--- src/sv/dmc_pkg.sv ---
// Shared types and codes for the direct-mapped write-back block cache.
// Used by the front end, the command queue, the back end and the top level.
package dmc_pkg;

    localparam logic [1:0] OP_READ  = 2'd0;
    localparam logic [1:0] OP_WRITE = 2'd1;
    localparam logic [1:0] OP_FILL  = 2'd2;
    localparam logic [1:0] OP_FLUSH = 2'd3;

    localparam logic [2:0] KIND_READ  = 3'd0;
    localparam logic [2:0] KIND_WDONE = 3'd1;
    localparam logic [2:0] KIND_WBACK = 3'd2;
    localparam logic [2:0] KIND_FETCH = 3'd3;
    localparam logic [2:0] KIND_RANGE = 3'd4;
    localparam logic [2:0] KIND_PROTO = 3'd5;
    localparam logic [2:0] KIND_FLUSH = 3'd6;

    // widest line index the cache supports (up to 64 lines)
    localparam int IDX_MAX_W = 6;

    typedef struct packed {
        logic [1:0]  operation;
        logic [15:0] blk_id;
        logic [63:0] write_data;
    } req_t;

    typedef struct packed {
        logic [2:0]  kind;
        logic [15:0] result_block;
        logic [63:0] result_data;
        logic        last;
    } rsp_t;

    // classified request handed from front end to back end
    typedef struct packed {
        logic [1:0]           op;
        logic [15:0]          id;
        logic [63:0]          data;
        logic [IDX_MAX_W-1:0] idx;
        logic                 range_err;
    } cmd_t;

endpackage

--- src/sv/direct_mapped_writeback_block_cache.sv ---
// Direct-mapped write-back block cache, top level.
// Path: request beat -> front-end register -> queue -> tag/data read -> result register;
//   a dirty victim adds one writeback beat ahead of the result beat.
// The back end takes one request at a time (read then decide); a flush holds the
//   back end for the whole walk, a read and a check per line plus pop, lookup and done.
// Reset: asynchronous, clears valid/dirty bits and the pending fill, block_count to 65536.
module direct_mapped_writeback_block_cache #(
    parameter int LINES      = 16,
    parameter int BLOCK_BITS = 64,
    parameter int ID_BITS    = 16
) (
    input  logic          clk,
    input  logic          rst_n,
    // block_count register write
    input  logic          cfg_wen,
    input  logic [16:0]   cfg_wdata,
    // request channel
    input  logic          req_valid,
    output logic          req_ready,
    input  dmc_pkg::req_t req,
    // result channel
    output logic          rsp_valid,
    input  logic          rsp_ready,
    output dmc_pkg::rsp_t rsp
);
    import dmc_pkg::*;

    // Front end registers each request beat, checks the id against block_count
    // and derives the line index (id mod LINES) with a reciprocal multiply.
    // The queue decouples it from the back end so requests keep flowing while
    // the back end waits on the result channel.
    logic push;
    cmd_t push_cmd;
    logic queue_full;
    logic queue_empty;
    logic pop;
    cmd_t head;

    dmc_front #(
        .LINES   (LINES),
        .ID_BITS (ID_BITS)
    ) u_front (
        .clk        (clk),
        .rst_n      (rst_n),
        .cfg_wen    (cfg_wen),
        .cfg_wdata  (cfg_wdata),
        .req_valid  (req_valid),
        .req_ready  (req_ready),
        .req        (req),
        .push       (push),
        .push_cmd   (push_cmd),
        .queue_full (queue_full)
    );

    dmc_fifo u_fifo (
        .clk      (clk),
        .rst_n    (rst_n),
        .push     (push),
        .push_cmd (push_cmd),
        .pop      (pop),
        .head     (head),
        .full     (queue_full),
        .empty    (queue_empty)
    );

    // Back end owns all line state. It handles protocol errors against the
    // pending fill, hits and misses, victim writebacks and the flush walk,
    // one result beat at a time through its output register.
    dmc_back #(
        .LINES      (LINES),
        .BLOCK_BITS (BLOCK_BITS),
        .ID_BITS    (ID_BITS)
    ) u_back (
        .clk       (clk),
        .rst_n     (rst_n),
        .head      (head),
        .empty     (queue_empty),
        .pop       (pop),
        .rsp_valid (rsp_valid),
        .rsp_ready (rsp_ready),
        .rsp       (rsp)
    );

endmodule

--- src/sv/dmc_front.sv ---
// Front end: accepts request beats, range-checks the block id and computes the line index.
// Depends on dmc_pkg.
module dmc_front #(
    parameter int LINES   = 16,
    parameter int ID_BITS = 16
) (
    input  logic          clk,
    input  logic          rst_n,
    input  logic          cfg_wen,
    input  logic [16:0]   cfg_wdata,
    input  logic          req_valid,
    output logic          req_ready,
    input  dmc_pkg::req_t req,
    output logic          push,
    output dmc_pkg::cmd_t push_cmd,
    input  logic          queue_full
);
    import dmc_pkg::*;

    localparam int IdW    = (ID_BITS < 16) ? ID_BITS : 16;
    localparam int Shift  = IdW + IDX_MAX_W;
    localparam int RecipW = Shift + 1;
    localparam logic [RecipW-1:0] Recip = RecipW'((64'd1 << Shift) / LINES);
    localparam int RemW   = IdW + IDX_MAX_W + 1;

    logic [16:0]          block_count_reg;
    logic                 a_valid_reg;
    logic [1:0]           a_op_reg;
    logic [IdW-1:0]       a_id_reg;
    logic [63:0]          a_data_reg;
    logic [IdW-1:0]       a_q_reg;
    logic                 a_range_reg;

    logic                 accept;
    logic [IdW-1:0]       in_id;
    logic [IdW+RecipW-1:0] prod;
    logic [RemW-1:0]      ql;
    logic [RemW-1:0]      rem_raw;
    logic [RemW-1:0]      rem;

    assign req_ready = !a_valid_reg || !queue_full;
    assign accept    = req_valid && req_ready;
    assign push      = a_valid_reg && !queue_full;

    // quotient by reciprocal; may come out one low, fixed by a single subtract
    assign in_id = req.blk_id[IdW-1:0];
    assign prod  = (IdW+RecipW)'(in_id) * (IdW+RecipW)'(Recip);

    assign ql      = RemW'(a_q_reg) * RemW'(LINES);
    assign rem_raw = RemW'(a_id_reg) - ql;
    assign rem     = (rem_raw >= RemW'(LINES)) ? rem_raw - RemW'(LINES) : rem_raw;

    always_comb
    begin
        push_cmd.op        = a_op_reg;
        push_cmd.id        = 16'(a_id_reg);
        push_cmd.data      = a_data_reg;
        push_cmd.idx       = IDX_MAX_W'(rem);
        push_cmd.range_err = a_range_reg;
    end

    always_ff @(posedge clk or negedge rst_n)
    begin
        if (!rst_n)
        begin
            block_count_reg <= 17'd65536;
            a_valid_reg     <= 1'b0;
        end
        else
        begin
            if (cfg_wen)
            begin
                block_count_reg <= cfg_wdata;
            end
            if (accept)
            begin
                a_valid_reg <= 1'b1;
            end
            else if (push)
            begin
                a_valid_reg <= 1'b0;
            end
        end
    end

    always_ff @(posedge clk)
    begin
        if (accept)
        begin
            a_op_reg    <= req.operation;
            a_id_reg    <= in_id;
            a_data_reg  <= req.write_data;
            a_q_reg     <= prod[Shift +: IdW];
            a_range_reg <= (17'(in_id) >= block_count_reg);
        end
    end

endmodule

--- src/sv/dmc_fifo.sv ---
// Two-entry command queue between front end and back end.
// Depends on dmc_pkg for the command type.
module dmc_fifo (
    input  logic          clk,
    input  logic          rst_n,
    input  logic          push,
    input  dmc_pkg::cmd_t push_cmd,
    input  logic          pop,
    output dmc_pkg::cmd_t head,
    output logic          full,
    output logic          empty
);
    import dmc_pkg::*;

    cmd_t       entry_reg [2];
    logic       wr_ptr_reg;
    logic       rd_ptr_reg;
    logic [1:0] count_reg;

    assign head  = entry_reg[rd_ptr_reg];
    assign full  = (count_reg == 2'd2);
    assign empty = (count_reg == 2'd0);

    always_ff @(posedge clk or negedge rst_n)
    begin
        if (!rst_n)
        begin
            wr_ptr_reg <= 1'b0;
            rd_ptr_reg <= 1'b0;
            count_reg  <= 2'd0;
        end
        else
        begin
            if (push)
            begin
                wr_ptr_reg <= !wr_ptr_reg;
            end
            if (pop)
            begin
                rd_ptr_reg <= !rd_ptr_reg;
            end
            if (push && !pop)
            begin
                count_reg <= count_reg + 2'd1;
            end
            else if (pop && !push)
            begin
                count_reg <= count_reg - 2'd1;
            end
        end
    end

    always_ff @(posedge clk)
    begin
        if (push)
        begin
            entry_reg[wr_ptr_reg] <= push_cmd;
        end
    end

endmodule

--- src/sv/dmc_back.sv ---
// Back end: line lookup, state update, flush walk and result beats.
// Depends on dmc_pkg; holds the tag/data store and the valid/dirty flops.
module dmc_back #(
    parameter int LINES      = 16,
    parameter int BLOCK_BITS = 64,
    parameter int ID_BITS    = 16
) (
    input  logic          clk,
    input  logic          rst_n,
    input  dmc_pkg::cmd_t head,
    input  logic          empty,
    output logic          pop,
    output logic          rsp_valid,
    input  logic          rsp_ready,
    output dmc_pkg::rsp_t rsp
);
    import dmc_pkg::*;

    localparam int IdW  = (ID_BITS < 16) ? ID_BITS : 16;
    localparam int IdxW = (LINES > 1) ? $clog2(LINES) : 1;
    localparam int MemW = IdW + BLOCK_BITS;

    localparam logic [2:0] ST_IDLE  = 3'd0;
    localparam logic [2:0] ST_LOOK  = 3'd1;
    localparam logic [2:0] ST_SEC   = 3'd2;
    localparam logic [2:0] ST_FRD   = 3'd3;
    localparam logic [2:0] ST_FCHK  = 3'd4;
    localparam logic [2:0] ST_FDONE = 3'd5;

    logic [MemW-1:0] mem [LINES];
    logic [MemW-1:0] rd_reg;

    logic [2:0]       state_reg, state_next;
    cmd_t             cmd_reg;
    logic [LINES-1:0] valid_reg, valid_next;
    logic [LINES-1:0] dirty_reg, dirty_next;
    logic             fill_pending_reg, fill_pending_next;
    logic [IdW-1:0]   pend_id_reg, pend_id_next;
    logic [IdxW-1:0]  pend_idx_reg, pend_idx_next;
    logic [IdxW-1:0]  ptr_reg, ptr_next;
    rsp_t             sec_reg, sec_next;
    logic             rsp_valid_reg;
    rsp_t             rsp_reg;

    logic             slot_free;
    logic             emit;
    rsp_t             emit_val;
    logic             re;
    logic [IdxW-1:0]  raddr;
    logic             we;
    logic [IdxW-1:0]  waddr;
    logic [MemW-1:0]  wdata;
    logic [IdW-1:0]   rd_tag;
    logic [BLOCK_BITS-1:0] rd_data;
    logic [IdxW-1:0]  idx;
    logic [IdW-1:0]   cid;
    logic [BLOCK_BITS-1:0] cdata;
    logic             hit;
    logic             victim;
    logic             line_dirty;
    rsp_t             second;

    assign rd_tag  = rd_reg[MemW-1 -: IdW];
    assign rd_data = rd_reg[BLOCK_BITS-1:0];
    assign idx     = cmd_reg.idx[IdxW-1:0];
    assign cid     = cmd_reg.id[IdW-1:0];
    assign cdata   = cmd_reg.data[BLOCK_BITS-1:0];
    assign hit     = valid_reg[idx] && (rd_tag == cid);
    assign victim  = !hit && valid_reg[idx] && dirty_reg[idx];
    assign line_dirty = valid_reg[ptr_reg] && dirty_reg[ptr_reg];

    assign slot_free = !rsp_valid_reg || rsp_ready;
    assign rsp_valid = rsp_valid_reg;
    assign rsp       = rsp_reg;

    always_comb
    begin
        second.kind         = KIND_FETCH;
        second.result_block = 16'(cid);
        second.result_data  = 64'd0;
        second.last         = 1'b1;
        if (cmd_reg.op == OP_WRITE)
        begin
            second.kind = KIND_WDONE;
        end
        else if (hit)
        begin
            second.kind        = KIND_READ;
            second.result_data = 64'(rd_data);
        end
    end

    always_comb
    begin
        state_next        = state_reg;
        valid_next        = valid_reg;
        dirty_next        = dirty_reg;
        fill_pending_next = fill_pending_reg;
        pend_id_next      = pend_id_reg;
        pend_idx_next     = pend_idx_reg;
        ptr_next          = ptr_reg;
        sec_next          = sec_reg;
        pop      = 1'b0;
        re       = 1'b0;
        raddr    = ptr_reg;
        we       = 1'b0;
        waddr    = idx;
        wdata    = {cid, cdata};
        emit     = 1'b0;
        emit_val.kind         = KIND_PROTO;
        emit_val.result_block = 16'd0;
        emit_val.result_data  = 64'd0;
        emit_val.last         = 1'b1;

        case (state_reg)
            ST_IDLE:
            begin
                if (!empty)
                begin
                    pop        = 1'b1;
                    re         = 1'b1;
                    raddr      = head.idx[IdxW-1:0];
                    state_next = ST_LOOK;
                end
            end
            ST_LOOK:
            begin
                if (slot_free)
                begin
                    state_next = ST_IDLE;
                    if (cmd_reg.op == OP_FILL)
                    begin
                        emit = 1'b1;
                        if (fill_pending_reg)
                        begin
                            we    = 1'b1;
                            waddr = pend_idx_reg;
                            wdata = {pend_id_reg, cdata};
                            valid_next[pend_idx_reg] = 1'b1;
                            dirty_next[pend_idx_reg] = 1'b0;
                            fill_pending_next = 1'b0;
                            emit_val.kind         = KIND_READ;
                            emit_val.result_block = 16'(pend_id_reg);
                            emit_val.result_data  = 64'(cdata);
                        end
                    end
                    else if (fill_pending_reg)
                    begin
                        emit = 1'b1;
                    end
                    else if (cmd_reg.op == OP_FLUSH)
                    begin
                        ptr_next   = '0;
                        state_next = ST_FRD;
                    end
                    else if (cmd_reg.range_err)
                    begin
                        emit = 1'b1;
                        emit_val.kind         = KIND_RANGE;
                        emit_val.result_block = 16'(cid);
                    end
                    else
                    begin
                        emit = 1'b1;
                        if (cmd_reg.op == OP_WRITE)
                        begin
                            we = 1'b1;
                            valid_next[idx] = 1'b1;
                            dirty_next[idx] = 1'b1;
                        end
                        else if (!hit)
                        begin
                            fill_pending_next = 1'b1;
                            pend_id_next      = cid;
                            pend_idx_next     = idx;
                        end
                        if (victim)
                        begin
                            emit_val.kind         = KIND_WBACK;
                            emit_val.result_block = 16'(rd_tag);
                            emit_val.result_data  = 64'(rd_data);
                            emit_val.last         = 1'b0;
                            sec_next   = second;
                            state_next = ST_SEC;
                        end
                        else
                        begin
                            emit_val = second;
                        end
                    end
                end
            end
            ST_SEC:
            begin
                if (slot_free)
                begin
                    emit       = 1'b1;
                    emit_val   = sec_reg;
                    state_next = ST_IDLE;
                end
            end
            ST_FRD:
            begin
                re         = 1'b1;
                state_next = ST_FCHK;
            end
            ST_FCHK:
            begin
                if (!line_dirty || slot_free)
                begin
                    if (line_dirty)
                    begin
                        emit = 1'b1;
                        emit_val.kind         = KIND_WBACK;
                        emit_val.result_block = 16'(rd_tag);
                        emit_val.result_data  = 64'(rd_data);
                        emit_val.last         = 1'b0;
                    end
                    if (ptr_reg == IdxW'(LINES - 1))
                    begin
                        state_next = ST_FDONE;
                    end
                    else
                    begin
                        ptr_next   = ptr_reg + 1'b1;
                        state_next = ST_FRD;
                    end
                end
            end
            ST_FDONE:
            begin
                if (slot_free)
                begin
                    emit          = 1'b1;
                    emit_val.kind = KIND_FLUSH;
                    state_next    = ST_IDLE;
                end
            end
            default:
            begin
                state_next = ST_IDLE;
            end
        endcase
    end

    always_ff @(posedge clk or negedge rst_n)
    begin
        if (!rst_n)
        begin
            state_reg        <= ST_IDLE;
            valid_reg        <= '0;
            dirty_reg        <= '0;
            fill_pending_reg <= 1'b0;
            pend_id_reg      <= '0;
            pend_idx_reg     <= '0;
            ptr_reg          <= '0;
            rsp_valid_reg    <= 1'b0;
        end
        else
        begin
            state_reg        <= state_next;
            valid_reg        <= valid_next;
            dirty_reg        <= dirty_next;
            fill_pending_reg <= fill_pending_next;
            pend_id_reg      <= pend_id_next;
            pend_idx_reg     <= pend_idx_next;
            ptr_reg          <= ptr_next;
            if (emit)
            begin
                rsp_valid_reg <= 1'b1;
            end
            else if (rsp_ready)
            begin
                rsp_valid_reg <= 1'b0;
            end
        end
    end

    always_ff @(posedge clk)
    begin
        if (pop)
        begin
            cmd_reg <= head;
        end
        sec_reg <= sec_next;
        if (emit)
        begin
            rsp_reg <= emit_val;
        end
    end

    // tag/data store: one write port, one registered read port
    always_ff @(posedge clk)
    begin
        if (we)
        begin
            mem[waddr] <= wdata;
        end
        if (re)
        begin
            rd_reg <= mem[raddr];
        end
    end

`ifndef SYNTHESIS
    a_sec_is_last: assert property (@(posedge clk) disable iff (!rst_n)
        (state_reg == ST_SEC) |-> sec_reg.last)
        else $error("second result of a request not marked last");

    a_fetch_sets_pending: assert property (@(posedge clk) disable iff (!rst_n)
        (emit && emit_val.kind == KIND_FETCH) |=> fill_pending_reg)
        else $error("fetch issued without a pending fill");

    a_flush_done_last: assert property (@(posedge clk) disable iff (!rst_n)
        (rsp_valid_reg && rsp_reg.kind == KIND_FLUSH) |-> rsp_reg.last)
        else $error("flush done beat not marked last");
`endif

endmodule

--- config.mk ---
export PLATFORM = sky130hd
export DESIGN_NAME = direct_mapped_writeback_block_cache
export DESIGN_NICKNAME = d
export VERILOG_FILES = /design/src/sv/dmc_pkg.sv /design/src/sv/direct_mapped_writeback_block_cache.sv /design/src/sv/dmc_front.sv /design/src/sv/dmc_fifo.sv /design/src/sv/dmc_back.sv
export SDC_FILE = /design/constraint.sdc
export NUM_CORES = 2
export LEC_CHECK = 0
export ABC_AREA = 1
export BUFFER_PORTS_ARGS = -buffer_cell sky130_fd_sc_hd__buf_2
export CAP_MARGIN = 20
export CORE_ASPECT_RATIO = 1.2
export CORE_MARGIN = 2
export CORE_UTILIZATION = 50
export CTS_CLUSTER_SIZE = 16
export DETAILED_ROUTE_END_ITERATION = 12
export PLACE_DENSITY = 0.73
export RECOVER_POWER = 50
export SLEW_MARGIN = 0
export SYNTH_ARGS = -nofsm -noshare
export SYNTH_HDL_FRONTEND = slang
export SYNTH_HIERARCHICAL = 1
export SYNTH_SLANG_ARGS = --single-unit
--- constraint.sdc ---
create_clock -name clk -period 16.35 [get_ports clk]
set_input_delay 2.4525 -clock clk [delete_from_list [all_inputs] [get_ports clk]]
set_output_delay 2.4525 -clock clk [all_outputs]
set_load 0.02 [all_outputs]
## Word level (Yosys, flattened, before mapping)

Memories as Yosys holds them, arrays and structs flattened. A register that Yosys moved wholly into a read port is not among the register bits.
Index checks and enable logic that the tools add are counted.

| storage, ports and cells | value |
|---|---|
| input port bits | 104 |
| memories | 2 |
| flip-flop bits (word level) | 432 |
| memory bits (writable) | 1,458 |
| output and inout bits | 86 |
| logic and storage cells | 221 |

Memory list:

| memory | words | bits a word | read ports | clocked after Yosys merged registers in | wr ports | line | source |
|---|---|---|---|---|---|---|---|
| u_back.mem | 16 | 80 | 1 | 1 | 1 | dmc_back.sv:30 | `logic [MemW-1:0] mem [LINES];` |
| u_fifo.entry_reg | 2 | 89 | 1 | 0 | 1 | dmc_fifo.sv:15 | `cmd_t entry_reg [2];` |

| operators by class | value |
|---|---|
| equality and inequality tests | 23 |
| add/sub/neg operators | 5 |
| reduce and logical (&&, ||, !) cells | 36 |
| $lt $le $gt $ge | 7 |
| bitwise logic cells | 11 |
| muxes and demuxes | 107 |

Operator list:

| kind | count |
|---|---|
| $mux W84 | 7 |
| $mux W80 | 4 |
| $pmux W81 S3 | 1 |
| $mux W16 | 12 |
| $mux W83 | 2 |
| $mux W64 | 2 |
| $mux W65 | 1 |
| $mux W4 | 12 |
| $or A16 B16 Y16 | 3 |
| $mux W1 | 38 |
| $mux W3 | 10 |
| $ge A23 B5 Y1 const B | 1 |
| $reduce_and A7 Y1 | 3 |
| $mux W19 | 1 |
| $ge A16 B17 Y1 | 1 |
| $sub A16 B16 Y17 | 1 |
| $and A16 B16 Y16 | 1 |
| $bmux W1 S4 | 4 |
| $eq A16 B16 Y1 | 1 |
| $not A16 Y16 | 1 |
| $lt A4 B5 Y1 const B | 3 |
| $pmux W3 S5 | 1 |
| $ne A2 B1 Y1 const B | 6 |
| $ne A2 B2 Y1 const B | 6 |
| 29 further kinds | 67 |

## Longest topological paths before layout

| logic depth | value |
|---|---|
| depth in word-level cells | 13 |
| depth in mapped cells | 17 |
| depth with buffers taken out | 15 |

## By module

The synthesis kept the hierarchy.

Modules (own cells, without submodules):

| module | times used | area each (um2) | sequential area each (um2) | cells each |
|---|---|---|---|---|
| dmc_back | 1 | 66,173.5 | 49,962.9 | 5,020 |
| dmc_fifo | 1 | 6,688.9 | 5,445.2 | 302 |
| dmc_front | 1 | 3,657.3 | 2,944.1 | 226 |

## Least setup slack after synthesis

OpenSTA, ideal clock, no wires.

| timing | value |
|---|---|
| kind | input-to-reg |
| from | input port rsp_ready |
| to | register u_back.rsp_reg (netlist bit u_back/rsp[0]), enable pin |
| setup time | 814 ps |
| stages on the path | 2 |
| setup slack | 3,301 ps |
| path buffers | 0 |
| data required time | 15,536 ps |
| arrival | 12,235 ps |
| path through | nor2_1 > o311ai_0 |

| on the way | value |
|---|---|
| cells in the longest elaborated chain, start to end | 4 |
| elaborated cells on any way between the ends | 6 |
| classes of those cells | mux (4); reduce/logical (2) |

Ends and longest elaborated chain:

| element | line | source |
|---|---|---|
| start, declared | direct_mapped_writeback_block_cache.sv:23 | `input logic rsp_ready,` |
| $logic_or A1 B1 Y1 (*) | dmc_back.sv:72 | `assign slot_free = !rsp_valid_reg \|\| rsp_ready;` |
| $logic_or A1 B1 Y1 | dmc_back.sv:209 | `if (!line_dirty \|\| slot_free)` |
| $mux W1 | dmc_back.sv:209 |  |
| $pmux W1 S3 (*) | dmc_back.sv:115 | `case (state_reg)` |
| named net u_back.emit | dmc_back.sv:46 | `logic emit;` |
| end signal, assigned | dmc_back.sv:288 | `rsp_reg <= emit_val;` |
| end, declared | dmc_back.sv:43 | `rsp_t rsp_reg;` |

Mark *: on every way through the listed nets, which the timed path passes. The rest lies on a longest branch.
A chain may end at the register's enable or synchronous reset.

## Final worst setup path

| timing | value |
|---|---|
| from | register u_back.state_reg[0] |
| to | register u_back.rd_reg[50] (read register of u_back.mem), enable pin |

| on the way | value |
|---|---|
| cells in the longest elaborated chain, start to end | 2 |
| elaborated cells on any way between the ends | 4 |
| classes of those cells | eq/ne (1); mux (2); reduce/logical (1) |

Ends and longest elaborated chain:

| element | line | source |
|---|---|---|
| start, declared | dmc_back.sv:33 | `logic [2:0] state_reg, state_next;` |
| start signal, assigned | dmc_back.sv:261 | `state_reg <= state_next;` |
| $eq A3 B2 Y1 / $logic_not A3 Y1 (equally long branches) | dmc_back.sv:115 |  |
| $pmux W1 S2 (*) | dmc_back.sv:115 |  |
| named net u_back.re | dmc_back.sv:48 | `logic re;` |
| end, declared | dmc_back.sv:31 | `logic [MemW-1:0] rd_reg;` |

Marked as above.

==> parameters.txt <==
Parameter                              Value

Status
  Run status ... finished, violations left
  Violated checks ... max-capacitance violations, max-slew violations

Yosys
  Post-synthesis area per instance ... 13.79 um^2
  Syn Nets ... 5,661
  Synth warnings ... 6
  Syn Std Cell Area ... 76,360 um^2
  Synthesized instance count ... 5,539

Layout
  Post-layout nets ... 5,792
  Non-filler cells, final ... 7,810
  Layout Utilization ... 55.96%
  Max FFs per register ... 1,280
  Synth-to-layout area growth ... 11.42%
  Ratio of cells with drive above 1 in the final layout ... 10.02%

Place
  Detailed placer's ending HPWL ... 106.7 mm
  Final GP Congestion ... 0.8737
  Total instance count after detailed placement ... 7,463
  Quantity of I/O buffers inserted on ports ... 189
  Place WS ... 8.267 ns

Drt
  Residual antenna-violating net count after detailed routing ... 0
  Total wire length after detailed routing ... 188.7 mm
  Post-detailed-route DRC marker count ... 0
  Number of DRC markers after the initial detailed-route iteration ... 5,600
  Wire length per cell ... 24.16 um
  Iteration count of the initial detailed-routing pass ... 6
  Mean number of vias per cell ... 5.987
  Total number of vias ... 46,760

Worst setup path
  Crit path buf inv count ... 3
  Maximum fanout count along the critical path ... 45
  Most numerous cell on the critical path ... nand2_1
  Crit path kind ... flop to flop
  Reg2reg start ... u_back/state_reg[0]
  Cell breakdown of the critical path ... inv_1 -> nand2_1 -> nor2_1 -> nand2_1 -> clkinvlp_2 -> or2_0 -> clkbuf_1
  Register-to-register setup slack ... 7.45 ns
  Type of element capturing the critical path ... flop
  CP Launch Type ... flop
  Worst path arrival time ... 9.25 ns
  Maximum cell stage delay along the critical path ... 3.13 ns
  Cell depth of the worst flop-to-flop path ... 7
  Required time at the endpoint of the critical path ... 16.70 ns
  Endpoint of the most critical register-to-register path ... u_back/rd_reg[50]
  Cell type group with the largest total delay on the critical path ... buffers and inverters
  Cell with the largest stage delay on the worst path ... or2_0

Die
  Die extent in y ... 432.1 um
  Overall die area ... 155,900 um^2
  Core ar. ... 152,000 um^2
  Number of rows in the core area ... 157
  Initial Utilization ... 50.22%
  Die X ... 360.7 um
  I/O pin total ... 190

Clock tree
  Hold-fix buffer count after cts ... 0
  Clk Tree Root Cell ... clkbuf_16
  Clock tree from TritonCTS ... yes
  Clock tree buffer depth ... 3
  Clock transition at the register clock pins on the worst setup and hold paths after CTS ... 0.06 ns
  # clock sinks ... 1,953
  Clock latency on the worst-skew pair ... 0.82 ns
  H-Tree Level Count ... 4
  Inserted Clock Buffers ... 184
  Resized cells post-CTS ... 0
  Postcts setup bufs ... 0

Power and ir drop
  Power density of the placed cells ... 214.0 nW/um^2
  Peak VDD IR ... 0.3227 mV
  Leakage ... 0.02877 uW

Timing
  Headroom to the max-slew limit ... -188.6%
  Count of pins over their slew limit ... 631
  RSZ-0062 raised after global routing ... false
  Setup ws final ... 7.446 ns
  Part of the cycle the worst path needs ... 54.46%
  Final count of hold timing violations ... 0
  Crit path time final ... 8.904 ns
  Clk_skew ... 0.03148 ns
  Setup TNS ... 0 ns
  Endpoints failing setup ... 0
  Worst-margin pin slew ... 4.329 ns
  Max Clock Freq ... 0.1123 GHz

Worst hold path
  Hold Crit Class ... flop to flop
  Cell depth of the worst hold path ... 0
  Critical hold path startpoint ... u_front/a_data_reg[41]
  Worst min-delay path endpoint ... u_fifo/entry_reg[1][48]

Global route
  Overall global routing resource usage ... 24.05%
  Global-route wire length before repair ... 283.9 mm
  Antenna violations before repair ... 12
  Number of global-route vias before repair ... 46,850
  Maximum number of pins on one net before global-route repair ... 246
  Overflow after GRT ... 0

Run
  Max Cap Violations ... 15
-- through the flow --
| step | power (uW) | cell area [um^2] | hold slack (ns) |
|---|---|---|---|
| 3_5_place_dp | 13990 | 79190 | 0.4290 |
| 5_1_grt | 19110 | 85080 | 0.4502 |
| 6_report | 18210 | 85080 | 0.4390 |
| 2_1_floorplan | 11680 | 76360 | 0.4215 |
| 4_1_cts | 18220 | 85150 | 0.4356 |
| 3_3_place_gp | 13780 | 79160 | 0.4245 |
-- worst max path at each step --
stage,startpoint,end,slack [ns],depth (start not counted)
6_report,u_back/state_reg[0],u_back/rd_reg[50],7.45,7
5_1_grt,u_back/state_reg[0],u_back/rd_reg[29],6.98,7
3_5_place_dp,rsp_ready,u_back/mem[1][25],8.27,10
2_1_floorplan,rsp_ready,u_back/rsp[0],3.30,2
3_3_place_gp,rsp_ready,u_back/mem[1][26],8.45,10
4_1_cts,rsp_ready,u_back/mem[1][26],9.10,10
-- report_power, final --
| group | internal (uW) | switching (uW) | total, uW |
|---|---|---|---|
| Clock | 2400 | 1810 | 4210 |
| Sequential | 7090 | 752 | 7840 |
| Combinational | 1540 | 4620 | 6160 |
| Total | 11000 | 7180 | 18200 |
-- final cells by class --
type | count | area, um^2
fillers | 11890 | 66960
flip-flops and latches | 1953 | 58230
multi-input cells | 2976 | 15710
clock buffers | 227 | 4945
well taps | 1987 | 2486
repair buffers | 285 | 1647
inverters | 270 | 1042
clock inverters | 110 | 1011
diodes | 2 | 5.005
-- worst reg2reg max path: stages (launching register included) --
cell	delay (ns)
dfrtp_1	0.41
inv_1	0.08
nand2_1	0.08
nor2_1	0.24
nand2_1	0.31
clkinvlp_2	1.83
or2_0	3.14
clkbuf_1	2.30
-- placed cells by master (no fill, tap or decap), types with 32 or more instances in the layout --
cell / count
edfxtp_1: 1870
nor2_1: 862
o21ai_0: 711
nand2_1: 507
inv_1: 254
clkbuf_16: 191
o221ai_1: 182
o211ai_1: 155
nand3_1: 142
buf_2: 136
clkbuf_1: 101
dfrtp_1: 82
o22ai_1: 80
buf_4: 74
a32o_1: 64
a21oi_1: 51
mux2_1: 46
mux2_2: 42
clkinv_2: 39
clkinv_1: 39
o21ai_1: 32
-- metal layers --
metal / track usage, % / part of all wire, %
met1: 31.86 / 39
met2: 39.72 / 49
met3: 4.256 / 8.8
met4: 9.425 / 3.8
met5: 0 / 0.013
(Power assumes the default switching activity.)
